===== config.mk =====
export PLATFORM = sky130hd
export DESIGN_NAME = yuyv_to_rgb565_bgr24_unit_flat
export DESIGN_NICKNAME = d
export VERILOG_FILES = /design/src/design/yuyv2rgb_pkg.sv /design/src/design/yuyv2rgb_if.sv /design/src/design/yuyv_to_rgb565_bgr24_unit.sv /design/src/design/yuyv2rgb_chroma.sv /design/src/design/yuyv2rgb_lane.sv /design/src/design/yuyv2rgb_addr.sv /design/src/design/yuyv2rgb_to_rgb565_bgr24_unit.sv /design/src/flat_wrapper.sv
export SDC_FILE = /design/constraint.sdc
export NUM_CORES = 2
export LEC_CHECK = 0
export BUFFER_PORTS_ARGS = -buffer_cell sky130_fd_sc_hd__buf_2
export CORE_MARGIN = 1
export CORE_UTILIZATION = 50
export CTS_CLUSTER_SIZE = 25
export DETAILED_ROUTE_END_ITERATION = 10
export GPL_ROUTABILITY_DRIVEN = 0
export PLACE_DENSITY = 0.78
export SLEW_MARGIN = 0
export SYNTH_ARGS = -nofsm -noshare
export SYNTH_HDL_FRONTEND = slang
export SYNTH_SLANG_ARGS = --single-unit

===== constraint.sdc =====
create_clock -name clk -period 16.9 [get_ports clk]
set_clock_uncertainty 0.15 [all_clocks]
set_input_delay 4.225 -clock clk [delete_from_list [all_inputs] [get_ports clk]]
set_output_delay 4.225 -clock clk [all_outputs]
set_load 0.02 [all_outputs]

===== src/design/yuyv2rgb_pkg.sv =====
// Shared types, constants and helper functions for the YUYV to RGB565/BGR24 unit.
// No dependencies; every other file imports this package.

package yuyv2rgb_pkg;

	localparam int MAX_WIDTH  = 4096;
	localparam int MAX_HEIGHT = 4096;

	localparam int PIX_W      = 8;
	localparam int RGB565_W   = 16;
	localparam int CFG_W      = 13;
	localparam int CFG_IDX_W  = 2;
	localparam int COUNT_W    = 12;
	localparam int SCREEN_W   = 24;
	localparam int BITMAP_W   = 26;
	localparam int STEP_W     = CFG_W + 1;
	localparam int TERM_W     = 20;
	localparam int SUM_W      = 21;

	localparam int K_Y        = 298;
	localparam int K_RV       = 409;
	localparam int K_GU       = 100;
	localparam int K_GV       = 208;
	localparam int K_BU       = 516;
	localparam int ROUND      = 128;
	localparam int CHROMA_OFS = 128;
	localparam int PIX_MAX    = 255;

	localparam logic [CFG_W-1:0] RESET_IMAGE_WIDTH  = CFG_W'(100);
	localparam logic [CFG_W-1:0] RESET_IMAGE_HEIGHT = CFG_W'(75);
	localparam logic [CFG_W-1:0] RESET_SCREEN_WIDTH = CFG_W'(100);

	typedef enum logic [CFG_IDX_W-1:0] {
		REG_IMAGE_WIDTH  = 2'd0,
		REG_IMAGE_HEIGHT = 2'd1,
		REG_SCREEN_WIDTH = 2'd2
	} cfg_reg_t;

	typedef enum logic [3:0] {
		SEQ_RUN  = 4'b0001,
		SEQ_DIMS = 4'b0010,
		SEQ_PROD = 4'b0100,
		SEQ_LOAD = 4'b1000
	} seq_state_t;

	typedef struct packed {
		logic s1;
		logic s2;
	} stage_en_t;

	typedef struct packed {
		logic signed [TERM_W-1:0] rv;
		logic signed [TERM_W-1:0] gu;
		logic signed [TERM_W-1:0] gv;
		logic signed [TERM_W-1:0] bu;
	} chroma_terms_t;

	typedef struct packed {
		logic [RGB565_W-1:0] packed565;
		logic [PIX_W-1:0]    blue;
		logic [PIX_W-1:0]    green;
		logic [PIX_W-1:0]    red;
	} pixel_t;

	typedef struct packed {
		logic [SCREEN_W-1:0] screen_index;
		logic [BITMAP_W-1:0] bitmap_offset;
		logic                frame_end;
	} addr_item_t;

	// Clamp to 2..MAX_WIDTH, round up to even, back off by two if that overshoots.
	function automatic logic [CFG_W-1:0] eff_width(input logic [CFG_W-1:0] raw);
		logic [CFG_W:0] w;
		w = {1'b0, raw};
		if (w < (CFG_W+1)'(2)) w = (CFG_W+1)'(2);
		if (w > (CFG_W+1)'(MAX_WIDTH)) w = (CFG_W+1)'(MAX_WIDTH);
		w = w + {{CFG_W{1'b0}}, w[0]};
		if (w > (CFG_W+1)'(MAX_WIDTH)) w = w - (CFG_W+1)'(2);
		return w[CFG_W-1:0];
	endfunction

	function automatic logic [CFG_W-1:0] eff_height(input logic [CFG_W-1:0] raw);
		logic [CFG_W:0] h;
		h = {1'b0, raw};
		if (h < (CFG_W+1)'(1)) h = (CFG_W+1)'(1);
		if (h > (CFG_W+1)'(MAX_HEIGHT)) h = (CFG_W+1)'(MAX_HEIGHT);
		return h[CFG_W-1:0];
	endfunction

	function automatic logic [CFG_W-1:0] eff_screen(input logic [CFG_W-1:0] raw,
			input logic [CFG_W-1:0] w);
		logic [CFG_W:0] s;
		s = {1'b0, raw};
		if (s < {1'b0, w}) s = {1'b0, w};
		if (s > (CFG_W+1)'(MAX_WIDTH)) s = (CFG_W+1)'(MAX_WIDTH);
		s = s + {{CFG_W{1'b0}}, s[0]};
		return s[CFG_W-1:0];
	endfunction

	// floor(x / 256) limited to 0..255
	function automatic logic [PIX_W-1:0] scale_clamp(input logic signed [SUM_W-1:0] x);
		logic signed [SUM_W-9:0] q;
		q = x[SUM_W-1:8];
		if (q < 0) return '0;
		if (q > PIX_MAX) return PIX_W'(PIX_MAX);
		return q[PIX_W-1:0];
	endfunction

	function automatic logic [RGB565_W-1:0] pack565(input logic [PIX_W-1:0] r,
			input logic [PIX_W-1:0] g, input logic [PIX_W-1:0] b);
		return {r[PIX_W-1:3], g[PIX_W-1:2], b[PIX_W-1:3]};
	endfunction

	localparam logic [CFG_W-1:0] RESET_EFF_WIDTH  = eff_width(RESET_IMAGE_WIDTH);
	localparam logic [CFG_W-1:0] RESET_EFF_HEIGHT = eff_height(RESET_IMAGE_HEIGHT);
	localparam logic [CFG_W-1:0] RESET_EFF_SCREEN =
		eff_screen(RESET_SCREEN_WIDTH, RESET_EFF_WIDTH);
	localparam logic [STEP_W-1:0] RESET_ROW_STEP = STEP_W'(3 * int'(RESET_EFF_WIDTH));
	localparam logic [BITMAP_W-1:0] RESET_FRAME_BASE =
		BITMAP_W'((int'(RESET_EFF_HEIGHT) - 1) * int'(RESET_ROW_STEP));

endpackage


===== src/design/yuyv2rgb_if.sv =====
// Channel interfaces: YUYV input items, RGB result items, configuration writes.
// Depends on yuyv2rgb_pkg for field widths.

interface yuyv_in_if import yuyv2rgb_pkg::*; ();
	logic             valid;
	logic             ready;
	logic [PIX_W-1:0] luma_first;
	logic [PIX_W-1:0] chroma_blue;
	logic [PIX_W-1:0] luma_second;
	logic [PIX_W-1:0] chroma_red;

	modport source (output valid, luma_first, chroma_blue, luma_second, chroma_red,
		input ready);
	modport sink (input valid, luma_first, chroma_blue, luma_second, chroma_red,
		output ready);
endinterface

interface rgb_out_if import yuyv2rgb_pkg::*; ();
	logic                valid;
	logic                ready;
	logic [RGB565_W-1:0] packed_first;
	logic [RGB565_W-1:0] packed_second;
	logic [PIX_W-1:0]    blue_first;
	logic [PIX_W-1:0]    green_first;
	logic [PIX_W-1:0]    red_first;
	logic [PIX_W-1:0]    blue_second;
	logic [PIX_W-1:0]    green_second;
	logic [PIX_W-1:0]    red_second;
	logic [SCREEN_W-1:0] screen_index;
	logic [BITMAP_W-1:0] bitmap_offset;
	logic                frame_end;

	modport source (output valid, packed_first, packed_second, blue_first, green_first,
		red_first, blue_second, green_second, red_second, screen_index, bitmap_offset,
		frame_end, input ready);
	modport sink (input valid, packed_first, packed_second, blue_first, green_first,
		red_first, blue_second, green_second, red_second, screen_index, bitmap_offset,
		frame_end, output ready);
endinterface

interface cfg_wr_if import yuyv2rgb_pkg::*; ();
	logic                 valid;
	logic                 ready;
	logic [CFG_IDX_W-1:0] index;
	logic [CFG_W-1:0]     data;

	modport source (output valid, index, data, input ready);
	modport sink (input valid, index, data, output ready);
endinterface


===== src/design/yuyv_to_rgb565_bgr24_unit.sv =====
// Top level: YUYV macropixel to two RGB565/BGR24 pixels plus framebuffer and BMP addresses.
// Depends on yuyv2rgb_pkg, the channel interfaces, chroma, lane, addr and merge modules.
//
//  channel     dir  handshake     payload
//  pixel_in    in   valid/ready   luma_first, chroma_blue, luma_second, chroma_red
//  pixel_out   out  valid/ready   packed_*, blue/green/red_*, screen_index, bitmap_offset,
//                                 frame_end
//  cfg         in   valid/ready   index (0 width, 1 height, 2 screen width), data
//
// One item per cycle while pixel_out is ready and no restart runs: stage 1 holds the
// constant products, stage 2 the sums, clamps and packing (the output register).
// While a result waits, stage 1 takes one more item and then input stalls; with both
// stages full, pixel_in.ready follows pixel_out.ready in the same cycle.
// Reset loads the default geometry directly. A configuration write runs a restart
// (dimensions, row-offset multiply, counter load) during which no item is taken.

module yuyv_to_rgb565_bgr24_unit import yuyv2rgb_pkg::*; (
	input  logic      clk,
	input  logic      arst_n,
	yuyv_in_if.sink   pixel_in,
	rgb_out_if.source pixel_out,
	cfg_wr_if.sink    cfg
);

	logic          busy;
	logic          in_ready;
	logic          in_take;
	logic          s1_valid_q;
	logic          s2_valid_q;
	logic          s1_move;
	logic          s2_move;
	stage_en_t     en;
	addr_item_t    addr_item;
	addr_item_t    addr_s1;
	chroma_terms_t terms_s1;
	pixel_t        pix_first_s2;
	pixel_t        pix_second_s2;

	assign s2_move  = !s2_valid_q || pixel_out.ready;
	assign s1_move  = !s1_valid_q || s2_move;
	assign in_ready = s1_move && !busy;
	assign in_take  = pixel_in.valid && in_ready;

	assign pixel_in.ready  = in_ready;
	assign pixel_out.valid = s2_valid_q;

	assign en.s1 = in_take;
	assign en.s2 = s1_valid_q && s2_move;

	always_ff @(posedge clk or negedge arst_n) begin
		if (!arst_n) begin
			s1_valid_q <= 1'b0;
			s2_valid_q <= 1'b0;
		end else begin
			if (s1_move) begin
				s1_valid_q <= in_take;
			end
			if (s2_move) begin
				s2_valid_q <= s1_valid_q;
			end
		end
	end

	always_ff @(posedge clk) begin
		if (en.s1) begin
			addr_s1 <= addr_item;
		end
	end

	yuyv2rgb_addr u_addr (
		.clk    (clk),
		.arst_n (arst_n),
		.cfg    (cfg),
		.take   (in_take),
		.busy   (busy),
		.item   (addr_item)
	);

	yuyv2rgb_chroma u_chroma (
		.clk      (clk),
		.en       (en),
		.u        (pixel_in.chroma_blue),
		.v        (pixel_in.chroma_red),
		.terms_s1 (terms_s1)
	);

	yuyv2rgb_lane u_lane_first (
		.clk      (clk),
		.en       (en),
		.y        (pixel_in.luma_first),
		.terms_s1 (terms_s1),
		.pix_s2   (pix_first_s2)
	);

	yuyv2rgb_lane u_lane_second (
		.clk      (clk),
		.en       (en),
		.y        (pixel_in.luma_second),
		.terms_s1 (terms_s1),
		.pix_s2   (pix_second_s2)
	);

	yuyv2rgb_merge u_merge (
		.clk           (clk),
		.en            (en),
		.addr_s1       (addr_s1),
		.pix_first_s2  (pix_first_s2),
		.pix_second_s2 (pix_second_s2),
		.pixel_out     (pixel_out)
	);

	// a valid register write restarts the frame: hold off input the next cycle
	a_cfg_blocks_input: assert property (@(posedge clk) disable iff (!arst_n)
		cfg.valid && cfg.ready && (cfg.index == REG_IMAGE_WIDTH
			|| cfg.index == REG_IMAGE_HEIGHT || cfg.index == REG_SCREEN_WIDTH)
		|=> !in_take)
		else $error("item accepted during frame restart");

	// a stalled stage 1 item must not be lost
	a_s1_holds: assert property (@(posedge clk) disable iff (!arst_n)
		s1_valid_q && !s2_move |=> s1_valid_q)
		else $error("stage 1 item dropped while output stalled");

	// an item entering an empty pipeline reaches the output through stage 1 and stage 2
	a_latency: assert property (@(posedge clk) disable iff (!arst_n)
		in_take && !s1_valid_q && !s2_valid_q |-> ##2 s2_valid_q)
		else $error("result missing two cycles after acceptance");

endmodule


===== src/design/yuyv2rgb_chroma.sv =====
// Shared chroma products for both pixel lanes, registered in stage 1.
// Depends on yuyv2rgb_pkg.

module yuyv2rgb_chroma import yuyv2rgb_pkg::*; (
	input  logic             clk,
	input  stage_en_t        en,
	input  logic [PIX_W-1:0] u,
	input  logic [PIX_W-1:0] v,
	output chroma_terms_t    terms_s1
);

	logic signed [PIX_W:0] u_c;
	logic signed [PIX_W:0] v_c;

	// remove the 128 offset
	assign u_c = $signed({1'b0, u}) - (PIX_W+1)'(CHROMA_OFS);
	assign v_c = $signed({1'b0, v}) - (PIX_W+1)'(CHROMA_OFS);

	always_ff @(posedge clk) begin
		if (en.s1) begin
			terms_s1.rv <= TERM_W'(K_RV * v_c);
			terms_s1.gu <= TERM_W'(K_GU * u_c);
			terms_s1.gv <= TERM_W'(K_GV * v_c);
			terms_s1.bu <= TERM_W'(K_BU * u_c);
		end
	end

endmodule


===== src/design/yuyv2rgb_lane.sv =====
// One pixel lane: luma product in stage 1, sums, clamp and RGB565 pack in stage 2.
// Depends on yuyv2rgb_pkg and the chroma terms from yuyv2rgb_chroma.

module yuyv2rgb_lane import yuyv2rgb_pkg::*; (
	input  logic             clk,
	input  stage_en_t        en,
	input  logic [PIX_W-1:0] y,
	input  chroma_terms_t    terms_s1,
	output pixel_t           pix_s2
);

	logic signed [TERM_W-1:0] y_term_s1;
	logic signed [SUM_W-1:0]  r_sum;
	logic signed [SUM_W-1:0]  g_sum;
	logic signed [SUM_W-1:0]  b_sum;
	logic [PIX_W-1:0]         r_val;
	logic [PIX_W-1:0]         g_val;
	logic [PIX_W-1:0]         b_val;

	always_ff @(posedge clk) begin
		if (en.s1) begin
			y_term_s1 <= TERM_W'(K_Y * $signed({1'b0, y}));
		end
	end

	always_comb begin
		r_sum = SUM_W'(y_term_s1) + SUM_W'(terms_s1.rv) + SUM_W'(ROUND);
		g_sum = SUM_W'(y_term_s1) - SUM_W'(terms_s1.gu) - SUM_W'(terms_s1.gv)
			+ SUM_W'(ROUND);
		b_sum = SUM_W'(y_term_s1) + SUM_W'(terms_s1.bu) + SUM_W'(ROUND);
		r_val = scale_clamp(r_sum);
		g_val = scale_clamp(g_sum);
		b_val = scale_clamp(b_sum);
	end

	always_ff @(posedge clk) begin
		if (en.s2) begin
			pix_s2.red       <= r_val;
			pix_s2.green     <= g_val;
			pix_s2.blue      <= b_val;
			pix_s2.packed565 <= pack565(r_val, g_val, b_val);
		end
	end

endmodule


===== src/design/yuyv2rgb_addr.sv =====
// Configuration registers, frame restart sequencer and the row/column address counters.
// Depends on yuyv2rgb_pkg and the cfg_wr_if interface.

module yuyv2rgb_addr import yuyv2rgb_pkg::*; (
	input  logic          clk,
	input  logic          arst_n,
	cfg_wr_if.sink        cfg,
	input  logic          take,
	output logic          busy,
	output addr_item_t    item
);

	logic [CFG_W-1:0]    img_w_q;
	logic [CFG_W-1:0]    img_h_q;
	logic [CFG_W-1:0]    scr_w_q;
	logic [CFG_W-1:0]    w_eff;
	logic [CFG_W-1:0]    h_eff;
	logic [COUNT_W-1:0]  pairs_q;
	logic [COUNT_W-1:0]  last_row_q;
	logic [CFG_W-1:0]    stride_q;
	logic [STEP_W-1:0]   row_step_q;
	logic [BITMAP_W-1:0] frame_base_q;
	logic [COUNT_W-1:0]  col_q;
	logic [COUNT_W-1:0]  row_q;
	logic [SCREEN_W-1:0] screen_base_q;
	logic [SCREEN_W-1:0] screen_ptr_q;
	logic [BITMAP_W-1:0] bitmap_base_q;
	logic [BITMAP_W-1:0] bitmap_ptr_q;
	logic [SCREEN_W-1:0] screen_next;
	logic [BITMAP_W-1:0] bitmap_next;
	logic                cfg_hit;
	logic                row_done;
	logic                frame_done;
	seq_state_t          seq_q;

	assign cfg.ready = 1'b1;

	always_comb begin
		unique case (cfg_reg_t'(cfg.index))
			REG_IMAGE_WIDTH,
			REG_IMAGE_HEIGHT,
			REG_SCREEN_WIDTH: cfg_hit = cfg.valid;
			default:          cfg_hit = 1'b0;
		endcase
	end

	assign w_eff = eff_width(img_w_q);
	assign h_eff = eff_height(img_h_q);

	assign row_done    = ({1'b0, col_q} + (COUNT_W+1)'(1)) >= {1'b0, pairs_q};
	assign frame_done  = row_done && (row_q >= last_row_q);
	assign screen_next = screen_base_q + SCREEN_W'(stride_q);
	assign bitmap_next = bitmap_base_q - BITMAP_W'(row_step_q);

	assign busy               = (seq_q != SEQ_RUN);
	assign item.screen_index  = screen_ptr_q;
	assign item.bitmap_offset = bitmap_ptr_q;
	assign item.frame_end     = frame_done;

	always_ff @(posedge clk or negedge arst_n) begin
		if (!arst_n) begin
			img_w_q       <= RESET_IMAGE_WIDTH;
			img_h_q       <= RESET_IMAGE_HEIGHT;
			scr_w_q       <= RESET_SCREEN_WIDTH;
			pairs_q       <= COUNT_W'(RESET_EFF_WIDTH >> 1);
			last_row_q    <= COUNT_W'(RESET_EFF_HEIGHT - CFG_W'(1));
			stride_q      <= RESET_EFF_SCREEN;
			row_step_q    <= RESET_ROW_STEP;
			frame_base_q  <= RESET_FRAME_BASE;
			col_q         <= '0;
			row_q         <= '0;
			screen_base_q <= '0;
			screen_ptr_q  <= '0;
			bitmap_base_q <= RESET_FRAME_BASE;
			bitmap_ptr_q  <= RESET_FRAME_BASE;
			seq_q         <= SEQ_RUN;
		end else begin
			if (cfg_hit) begin
				unique case (cfg_reg_t'(cfg.index))
					REG_IMAGE_WIDTH:  img_w_q <= cfg.data;
					REG_IMAGE_HEIGHT: img_h_q <= cfg.data;
					REG_SCREEN_WIDTH: scr_w_q <= cfg.data;
					default:          img_w_q <= img_w_q;
				endcase
				seq_q <= SEQ_DIMS;
			end else begin
				unique case (seq_q)
					SEQ_DIMS: begin
						pairs_q    <= COUNT_W'(w_eff >> 1);
						last_row_q <= COUNT_W'(h_eff - CFG_W'(1));
						stride_q   <= eff_screen(scr_w_q, w_eff);
						row_step_q <= STEP_W'(w_eff) + {w_eff, 1'b0};
						seq_q      <= SEQ_PROD;
					end
					SEQ_PROD: begin
						frame_base_q <= BITMAP_W'(last_row_q * row_step_q);
						seq_q        <= SEQ_LOAD;
					end
					SEQ_LOAD: begin
						col_q         <= '0;
						row_q         <= '0;
						screen_base_q <= '0;
						screen_ptr_q  <= '0;
						bitmap_base_q <= frame_base_q;
						bitmap_ptr_q  <= frame_base_q;
						seq_q         <= SEQ_RUN;
					end
					default: begin
						seq_q <= SEQ_RUN;
					end
				endcase
			end

			if (take) begin
				priority if (frame_done) begin
					col_q         <= '0;
					row_q         <= '0;
					screen_base_q <= '0;
					screen_ptr_q  <= '0;
					bitmap_base_q <= frame_base_q;
					bitmap_ptr_q  <= frame_base_q;
				end else if (row_done) begin
					col_q         <= '0;
					row_q         <= row_q + COUNT_W'(1);
					screen_base_q <= screen_next;
					screen_ptr_q  <= screen_next;
					bitmap_base_q <= bitmap_next;
					bitmap_ptr_q  <= bitmap_next;
				end else begin
					col_q        <= col_q + COUNT_W'(1);
					screen_ptr_q <= screen_ptr_q + SCREEN_W'(2);
					bitmap_ptr_q <= bitmap_ptr_q + BITMAP_W'(6);
				end
			end
		end
	end

endmodule


===== src/design/yuyv2rgb_to_rgb565_bgr24_unit.sv =====
// Merge stage: joins both pixel lanes and the delayed address item into one result item.
// Depends on yuyv2rgb_pkg and the rgb_out_if interface.

module yuyv2rgb_merge import yuyv2rgb_pkg::*; (
	input  logic       clk,
	input  stage_en_t  en,
	input  addr_item_t addr_s1,
	input  pixel_t     pix_first_s2,
	input  pixel_t     pix_second_s2,
	rgb_out_if.source  pixel_out
);

	addr_item_t addr_s2;

	always_ff @(posedge clk) begin
		if (en.s2) begin
			addr_s2 <= addr_s1;
		end
	end

	// join both lanes and the address fields into one result item
	assign pixel_out.packed_first  = pix_first_s2.packed565;
	assign pixel_out.packed_second = pix_second_s2.packed565;
	assign pixel_out.blue_first    = pix_first_s2.blue;
	assign pixel_out.green_first   = pix_first_s2.green;
	assign pixel_out.red_first     = pix_first_s2.red;
	assign pixel_out.blue_second   = pix_second_s2.blue;
	assign pixel_out.green_second  = pix_second_s2.green;
	assign pixel_out.red_second    = pix_second_s2.red;
	assign pixel_out.screen_index  = addr_s2.screen_index;
	assign pixel_out.bitmap_offset = addr_s2.bitmap_offset;
	assign pixel_out.frame_end     = addr_s2.frame_end;

endmodule

===== src/flat_wrapper.sv =====
// flat-port wrapper written by rule: the top's interface ports become plain ports
module yuyv_to_rgb565_bgr24_unit_flat import yuyv2rgb_pkg::*;
  (clk, arst_n, pixel_in_valid, pixel_in_luma_first, pixel_in_chroma_blue, pixel_in_luma_second, pixel_in_chroma_red, pixel_in_ready, pixel_out_valid, pixel_out_packed_first, pixel_out_packed_second, pixel_out_blue_first, pixel_out_green_first, pixel_out_red_first, pixel_out_blue_second, pixel_out_green_second, pixel_out_red_second, pixel_out_screen_index, pixel_out_bitmap_offset, pixel_out_frame_end, pixel_out_ready, cfg_valid, cfg_index, cfg_data, cfg_ready);
  yuyv_in_if pixel_in_i ();
  rgb_out_if pixel_out_i ();
  cfg_wr_if cfg_i ();
  input  logic clk;
  input  logic arst_n;
  input wire logic [$bits(pixel_in_i.valid)-1:0] pixel_in_valid;
  input wire logic [$bits(pixel_in_i.luma_first)-1:0] pixel_in_luma_first;
  input wire logic [$bits(pixel_in_i.chroma_blue)-1:0] pixel_in_chroma_blue;
  input wire logic [$bits(pixel_in_i.luma_second)-1:0] pixel_in_luma_second;
  input wire logic [$bits(pixel_in_i.chroma_red)-1:0] pixel_in_chroma_red;
  output wire logic [$bits(pixel_in_i.ready)-1:0] pixel_in_ready;
  output wire logic [$bits(pixel_out_i.valid)-1:0] pixel_out_valid;
  output wire logic [$bits(pixel_out_i.packed_first)-1:0] pixel_out_packed_first;
  output wire logic [$bits(pixel_out_i.packed_second)-1:0] pixel_out_packed_second;
  output wire logic [$bits(pixel_out_i.blue_first)-1:0] pixel_out_blue_first;
  output wire logic [$bits(pixel_out_i.green_first)-1:0] pixel_out_green_first;
  output wire logic [$bits(pixel_out_i.red_first)-1:0] pixel_out_red_first;
  output wire logic [$bits(pixel_out_i.blue_second)-1:0] pixel_out_blue_second;
  output wire logic [$bits(pixel_out_i.green_second)-1:0] pixel_out_green_second;
  output wire logic [$bits(pixel_out_i.red_second)-1:0] pixel_out_red_second;
  output wire logic [$bits(pixel_out_i.screen_index)-1:0] pixel_out_screen_index;
  output wire logic [$bits(pixel_out_i.bitmap_offset)-1:0] pixel_out_bitmap_offset;
  output wire logic [$bits(pixel_out_i.frame_end)-1:0] pixel_out_frame_end;
  input wire logic [$bits(pixel_out_i.ready)-1:0] pixel_out_ready;
  input wire logic [$bits(cfg_i.valid)-1:0] cfg_valid;
  input wire logic [$bits(cfg_i.index)-1:0] cfg_index;
  input wire logic [$bits(cfg_i.data)-1:0] cfg_data;
  output wire logic [$bits(cfg_i.ready)-1:0] cfg_ready;
  assign pixel_in_i.valid = pixel_in_valid;
  assign pixel_in_i.luma_first = pixel_in_luma_first;
  assign pixel_in_i.chroma_blue = pixel_in_chroma_blue;
  assign pixel_in_i.luma_second = pixel_in_luma_second;
  assign pixel_in_i.chroma_red = pixel_in_chroma_red;
  assign pixel_in_ready = pixel_in_i.ready;
  assign pixel_out_valid = pixel_out_i.valid;
  assign pixel_out_packed_first = pixel_out_i.packed_first;
  assign pixel_out_packed_second = pixel_out_i.packed_second;
  assign pixel_out_blue_first = pixel_out_i.blue_first;
  assign pixel_out_green_first = pixel_out_i.green_first;
  assign pixel_out_red_first = pixel_out_i.red_first;
  assign pixel_out_blue_second = pixel_out_i.blue_second;
  assign pixel_out_green_second = pixel_out_i.green_second;
  assign pixel_out_red_second = pixel_out_i.red_second;
  assign pixel_out_screen_index = pixel_out_i.screen_index;
  assign pixel_out_bitmap_offset = pixel_out_i.bitmap_offset;
  assign pixel_out_frame_end = pixel_out_i.frame_end;
  assign pixel_out_i.ready = pixel_out_ready;
  assign cfg_i.valid = cfg_valid;
  assign cfg_i.index = cfg_index;
  assign cfg_i.data = cfg_data;
  assign cfg_ready = cfg_i.ready;
  yuyv_to_rgb565_bgr24_unit u_core (.clk(clk), .arst_n(arst_n), .pixel_in(pixel_in_i), .pixel_out(pixel_out_i), .cfg(cfg_i));
endmodule

### Yosys cells after proc, flatten, opt, wreduce, memory -nomap -nowiden

Cells that the tools add are included.

* register bits after elaboration: 526
* output and inout bits: 134
* bits of input ports: 52

* $lt $le $gt $ge: 21
* $add $sub $neg: 28
* bitwise logic cells: 1
* equality and inequality tests: 7
* mux-type cells: 86
* multipliers: 7
* reduce and logical (&&, ||, !) cells: 18

Operators with widths (number)
* 26-bit 2-to-1 mux: 10
* 24-bit 2-to-1 mux: 10
* 8-bit 2-to-1 mux: 24
* 12-bit 2-to-1 mux: 11
* 13-bit by 1-bit less-than comparator with 1-bit output (second input constant): 7
* 13-bit 2-to-1 mux: 7
* 20-bit by 9-bit adder with 21-bit output (second input constant): 4
* 13-bit by 9-bit greater-than comparator with 1-bit output (second input constant): 6
* 18-bit by 20-bit adder with 21-bit output: 2
* 21-bit by 9-bit adder with 21-bit output (second input constant): 2
* 14-bit by 13-bit greater-than comparator with 1-bit output (second input constant): 3
* 14-bit 2-to-1 mux: 3
* 18-bit by 19-bit adder with 20-bit output: 2
* 19-bit by 18-bit subtractor with 20-bit output: 2
* 18-bit by 17-bit subtractor with 19-bit output: 2
* 8-bit by 8-bit multiplier with 16-bit output (first input constant): 2
* 26-bit by 3-bit adder with 26-bit output (second input constant): 1
* 12-bit by 14-bit multiplier with 26-bit output: 1
* 26-bit by 14-bit subtractor with 26-bit output: 1
* 12-bit by 1-bit adder with 12-bit output (second input constant): 2
* 24-bit by 13-bit adder with 24-bit output: 1
* 24-bit by 2-bit adder with 24-bit output (second input constant): 1
* 10-bit by 9-bit multiplier with 19-bit output (first input constant): 1
* 1-bit 2-to-1 mux: 19
* 32 further kinds: 44

### Depth between registers and ports, before layout

* depth after elaboration: 16
* depth in mapped cells: 30
* mapped depth without buffers: 26

### Worst setup path after synthesis

No wires, ideal clock.

* kind: input to register
* start point: input port pixel_out_ready
* end point: register u_core.u_addr.bitmap_ptr_q[16]
* stages on the path: 10
* data required time: 16.613 ns
* data arrival time: 9.590 ns
* buffers on the path: 2
* library setup time: 0.137 ns
* setup slack: 7.023 ns
* path through: nand3b_1 > and4b_1 > nand2_1 > clkbuf_1 > clkinv_1 > nor2_1 > clkbuf_1 > a21oi_1 > o22ai_1 > a21oi_1

RTL lines
* start, declared: RTL line flat_wrapper.sv:27 `input wire logic [$bits(pixel_out_i.ready)-1:0] pixel_out_ready;`
* end signal, assigned: RTL line yuyv2rgb_addr.sv:105 `bitmap_ptr_q <= frame_base_q;`
* end signal, assigned: RTL line yuyv2rgb_addr.sv:121 `bitmap_ptr_q <= frame_base_q;`
* end signal, assigned: RTL line yuyv2rgb_addr.sv:128 `bitmap_ptr_q <= bitmap_next;`
* end, declared: RTL line yuyv2rgb_addr.sv:28 `logic [BITMAP_W-1:0] bitmap_ptr_q;`

### Final worst setup path

* start point: input port pixel_out_ready
* end point: output port pixel_in_ready

* word-level cells in the longest chain between the ends: 3

RTL lines
* 1-bit logical OR: RTL line yuyv_to_rgb565_bgr24_unit.sv:39 `assign s2_move = !s2_valid_q || pixel_out.ready;`
* 1-bit logical OR: RTL line yuyv_to_rgb565_bgr24_unit.sv:40 `assign s1_move = !s1_valid_q || s2_move;`
* 1-bit logical AND: RTL line yuyv_to_rgb565_bgr24_unit.sv:41 `assign in_ready = s1_move && !busy;`
* end, declared: RTL line flat_wrapper.sv:14 `output wire logic [$bits(pixel_in_i.ready)-1:0] pixel_in_ready;`

Every way passes these cells.

==> flow_summary.yaml <==
outcome:
  status: "finished, final reports clean"
critical_path:
  critPathArrivalTime_ns: 5.05
  worstRegToRegCells: 26
  rr_startpoint: "u_core.u_addr.img_w_q[11]"
  critPathKind: "primary input to output port"
  start_kind: "primary input"
  crit_path_max_fanout: 2
  crit_required_ns: 12.53
  ff2ff_setup_slack_ns: 10.04
  worstReg2RegEnd: "u_core.u_addr.stride_q[8]"
  worstSetupEndpointType: "output port"
final_layout:
  drive_above_1_share_pct: 10.7
  fill_cells: 6322
  stdcell_area_sq_um: 41100
  fin_nets: 4617
  area_growth_pct: 9.24
  fin_util_pct: 55.2
  final_cells: 4871
synthesis:
  synthDistinctLibCells: 90
  synth-async-reset-ratio_pct: 49.9
  yosysSeqAreaShare_pct: 35.6
  syn-cell-area_sq_um: 37600
  synth_edf_count: 243
  synth_top_family_by_area: "adder cells"
  avgSynthCellArea_sq_um: 10.1
  synth_fp_nets: 4497
  ys_ff_latch: 485
  synth_flop_cell: "edfxtp_1"
  synth_fa_ha_area_share_pct: 27.2
  synth_mux_area_share_pct: 1.44
  synth-xor-area-share_pct: 4.63
  synth_warnings: 0
  yosys.area_share.simple_pct: 11.9
  synth_compound_area_share_pct: 13.4
  synthCells: 3735
global_routing:
  grt_pass1_vias: 27408
  grt_use_total_pct: 23.0
  grt_overflow: 0
  grt_max_degree: 119
  grt_pass1_wl_um: 141000
  antenna_found_initial: 3
sta:
  hold_viol: 0
  fmax_mhz: 106
  report.final.slew_viol_count: 0
  worst_pin_slew_ns: 1.25
  fin_hold_ws_ns: 0.254
  finalSetupViolations: 0
  slew_headroom_pct: 16.5
  finalCritPeriodShare_pct: 55.8
  rsz0062_at_grt: "false"
  finalCriticalPeriod_ns: 9.42
  setup_slack_ns: 7.48
  fin_setup_tns_ns: 0
die:
  initial_utilization_pct: 50.6
  die_area_sq_um: 76400
  ios: 186
  die_w_um: 276
  fp.coreArea_sq_um: 74400
  rows: 100
  die_h_um: 276
cts:
  cts_buffer_depth: 3
  cts_sinks: 485
  clk_latency_ns: 0.63
  ctsResizeCount: 0
  cts_made_buffers: 54
  hold_buffers: 0
  postCtsSetupBuffers: 0
  clk_pin_slew_worst_paths_ns: 0.06
  cts_tree: "yes"
  root_buffer: "clkbuf_16"
  htree_levels: 2
route:
  wl_per_cell_um: 18.1
  drt-vias-per-instance: 5.72
  dr.pass1.iters: 9
  drc: 0
  vias: 27878
  drt-initial-drc-count: 1700
  postRouteAntennaNets: 0
  wl_um: 88100
power:
  powerDensity_nw_per_um2: 182
  leakagePower_nw: 19.1
  peakVddDrop_mv: 0.335
  power.total_mw: 7.48
placement:
  pre_cts_ws_ns: 7.50
  post-dp-hpwl_um: 67400
  portBuffers: 184
  dp.cells: 4768
  post_dp_cell_area_sq_um: 39300
min_path:
  hold_path_end: "u_core.u_merge.pixel_out.frame_end"
  worstHoldStart: "u_core.addr_s1[0]"
  worstHoldPathCells: 0
  hold_class: "flop to flop"
flow_run:
  maxCapViolations: 0
## placed cells by master (no fill, tap or decap), drive strengths merged, types with 17 or more instances in the layout
cell / n
fa: 182
nor2b: 36
o31ai: 23
clkbuf: 68
o21ai: 234
a31oi: 29
and2: 22
edfxtp: 243
dfstp: 48
xor2: 79
nand2: 350
xnor2: 120
clkinv: 17
a21o: 58
nor3: 72
a21oi: 213
o21bai: 22
and3: 34
nand2b: 35
mux2: 40
o21a: 53
nand4: 18
ha: 528
inv: 398
dfrtp: 194
nor2: 252
nand3: 47
buf: 200
## final cells by class
class	count	area (sq um)	area share, %
multi-input cells	2719	22100	53.8
well taps	969	1210	2.95
flip-flops and latches	485	13400	32.6
clock buffers	68	1420	3.46
clock inverters	34	418	1.02
diodes	1	2.50	0.00609
inverters	395	1490	3.62
repair buffers	200	1050	2.56
## registers in the layout (all words and copies together), names as in the netlist, 4 cells and up
name / flops
u_core.u_chroma.terms_s1: 61
u_core.u_addr.bitmap_base_q: 26
u_core.u_lane_first.y_term_s1: 16
u_core.u_addr.bitmap_ptr_q: 26
u_core.u_lane_first.pix_s2: 24
u_core.u_addr.pairs_q: 12
u_core.u_addr.img_w_q: 13
u_core.u_addr.screen_ptr_q: 24
u_core.u_addr.seq_q: 4
u_core.u_lane_second.pix_s2: 24
u_core.u_addr.col_q: 12
u_core.u_addr.img_h_q: 13
u_core.u_merge.pixel_out.screen_index: 24
u_core.u_addr.frame_base_q: 25
u_core.addr_s1: 51
u_core.u_lane_second.y_term_s1: 16
u_core.u_addr.scr_w_q: 13
u_core.u_addr.screen_base_q: 24
u_core.u_addr.row_step_q: 12
u_core.u_addr.row_q: 12
u_core.u_addr.last_row_q: 12
u_core.u_merge.pixel_out.bitmap_offset: 26
u_core.u_addr.stride_q: 12
## power breakdown
| part | internal, mW | switching [mW] | leakage [nW] |
|---|---|---|---|
| combinational | 1.88 | 2.55 | 12.9 |
| clock | 0.724 | 0.506 | 0.880 |
| sequential | 1.53 | 0.293 | 5.29 |
| total | 4.13 | 3.35 | 19.1 |
## per-layer routing
metal	GRT usage (%)	part of all wire, %	vias up
met5	0	0.031	-
met2	40.0	49	872
met3	3.30	5.7	199
met1	28.5	41	13528
met4	9.57	3.9	4
li1	-	-	13275
## synth_stat cells (12+ instances only)
cell        n  area [sq um]
edfxtp_1  243          7300
xnor2_1   120          1050
o22ai_1    16           100
or3_1      13          81.3
a22oi_1    12          90.1
nand4_1    16           100
fa_1      182          3640
nand2_1   350          1310
dfstp_2    48          1260
o21ai_0   224          1120
ha_1      528          6610
nand3_1    47           235
clkbuf_1   85           319
nor4_1     14          87.6
inv_1     390          1460
or2_2      14          87.6
and3_1     34           213
mux2_2     40           450
nor2_1    251           942
o211ai_1   14           105
and2_1     22           138
o31ai_1    23           173
xor2_1     79           692
dfrtp_1   194          4850
nor2b_1    36           225
nor3_1     69           345
o21bai_1   22           165
nand2b_1   35           219
a31oi_1    27           169
buf_4      35           263
a22o_1     15           131
o21a_1     53           398
a21o_1     58           435
a21oi_1   213          1070
## kinds of logic (layout without fill, tap and decap cells)
kind of cell	count (synthesis)	after routing
and+or+nand+nor	958	958
DFF	485	485
adders and majority gates	710	710
other	1	2
AOI/OAI and AO/OA	802	802
muxes	49	49
xor gates and xnor gates	199	199
buffers and inverters	531	697
## worst max-delay path by stage
| stage | startpoint | end | depth (start not counted) |
|---|---|---|---|
| 2_1_floorplan | pixel_out_ready | u_core.u_addr.bitmap_ptr_q[16] | 10 |
| 3_3_place_gp | pixel_out_ready | pixel_in_ready | 4 |
| 3_5_place_dp | pixel_out_ready | pixel_in_ready | 4 |
| 4_1_cts | pixel_out_ready | pixel_in_ready | 4 |
| 5_1_grt | pixel_out_ready | pixel_in_ready | 4 |
| 6_report | pixel_out_ready | pixel_in_ready | 4 |
## worst max-delay path, cell delays in order
cell and delay [ns]:
buf_2 0.09, nand3b_1 0.14, and4b_1 0.36, buf_2 0.22
(Power assumes the default switching activity.)
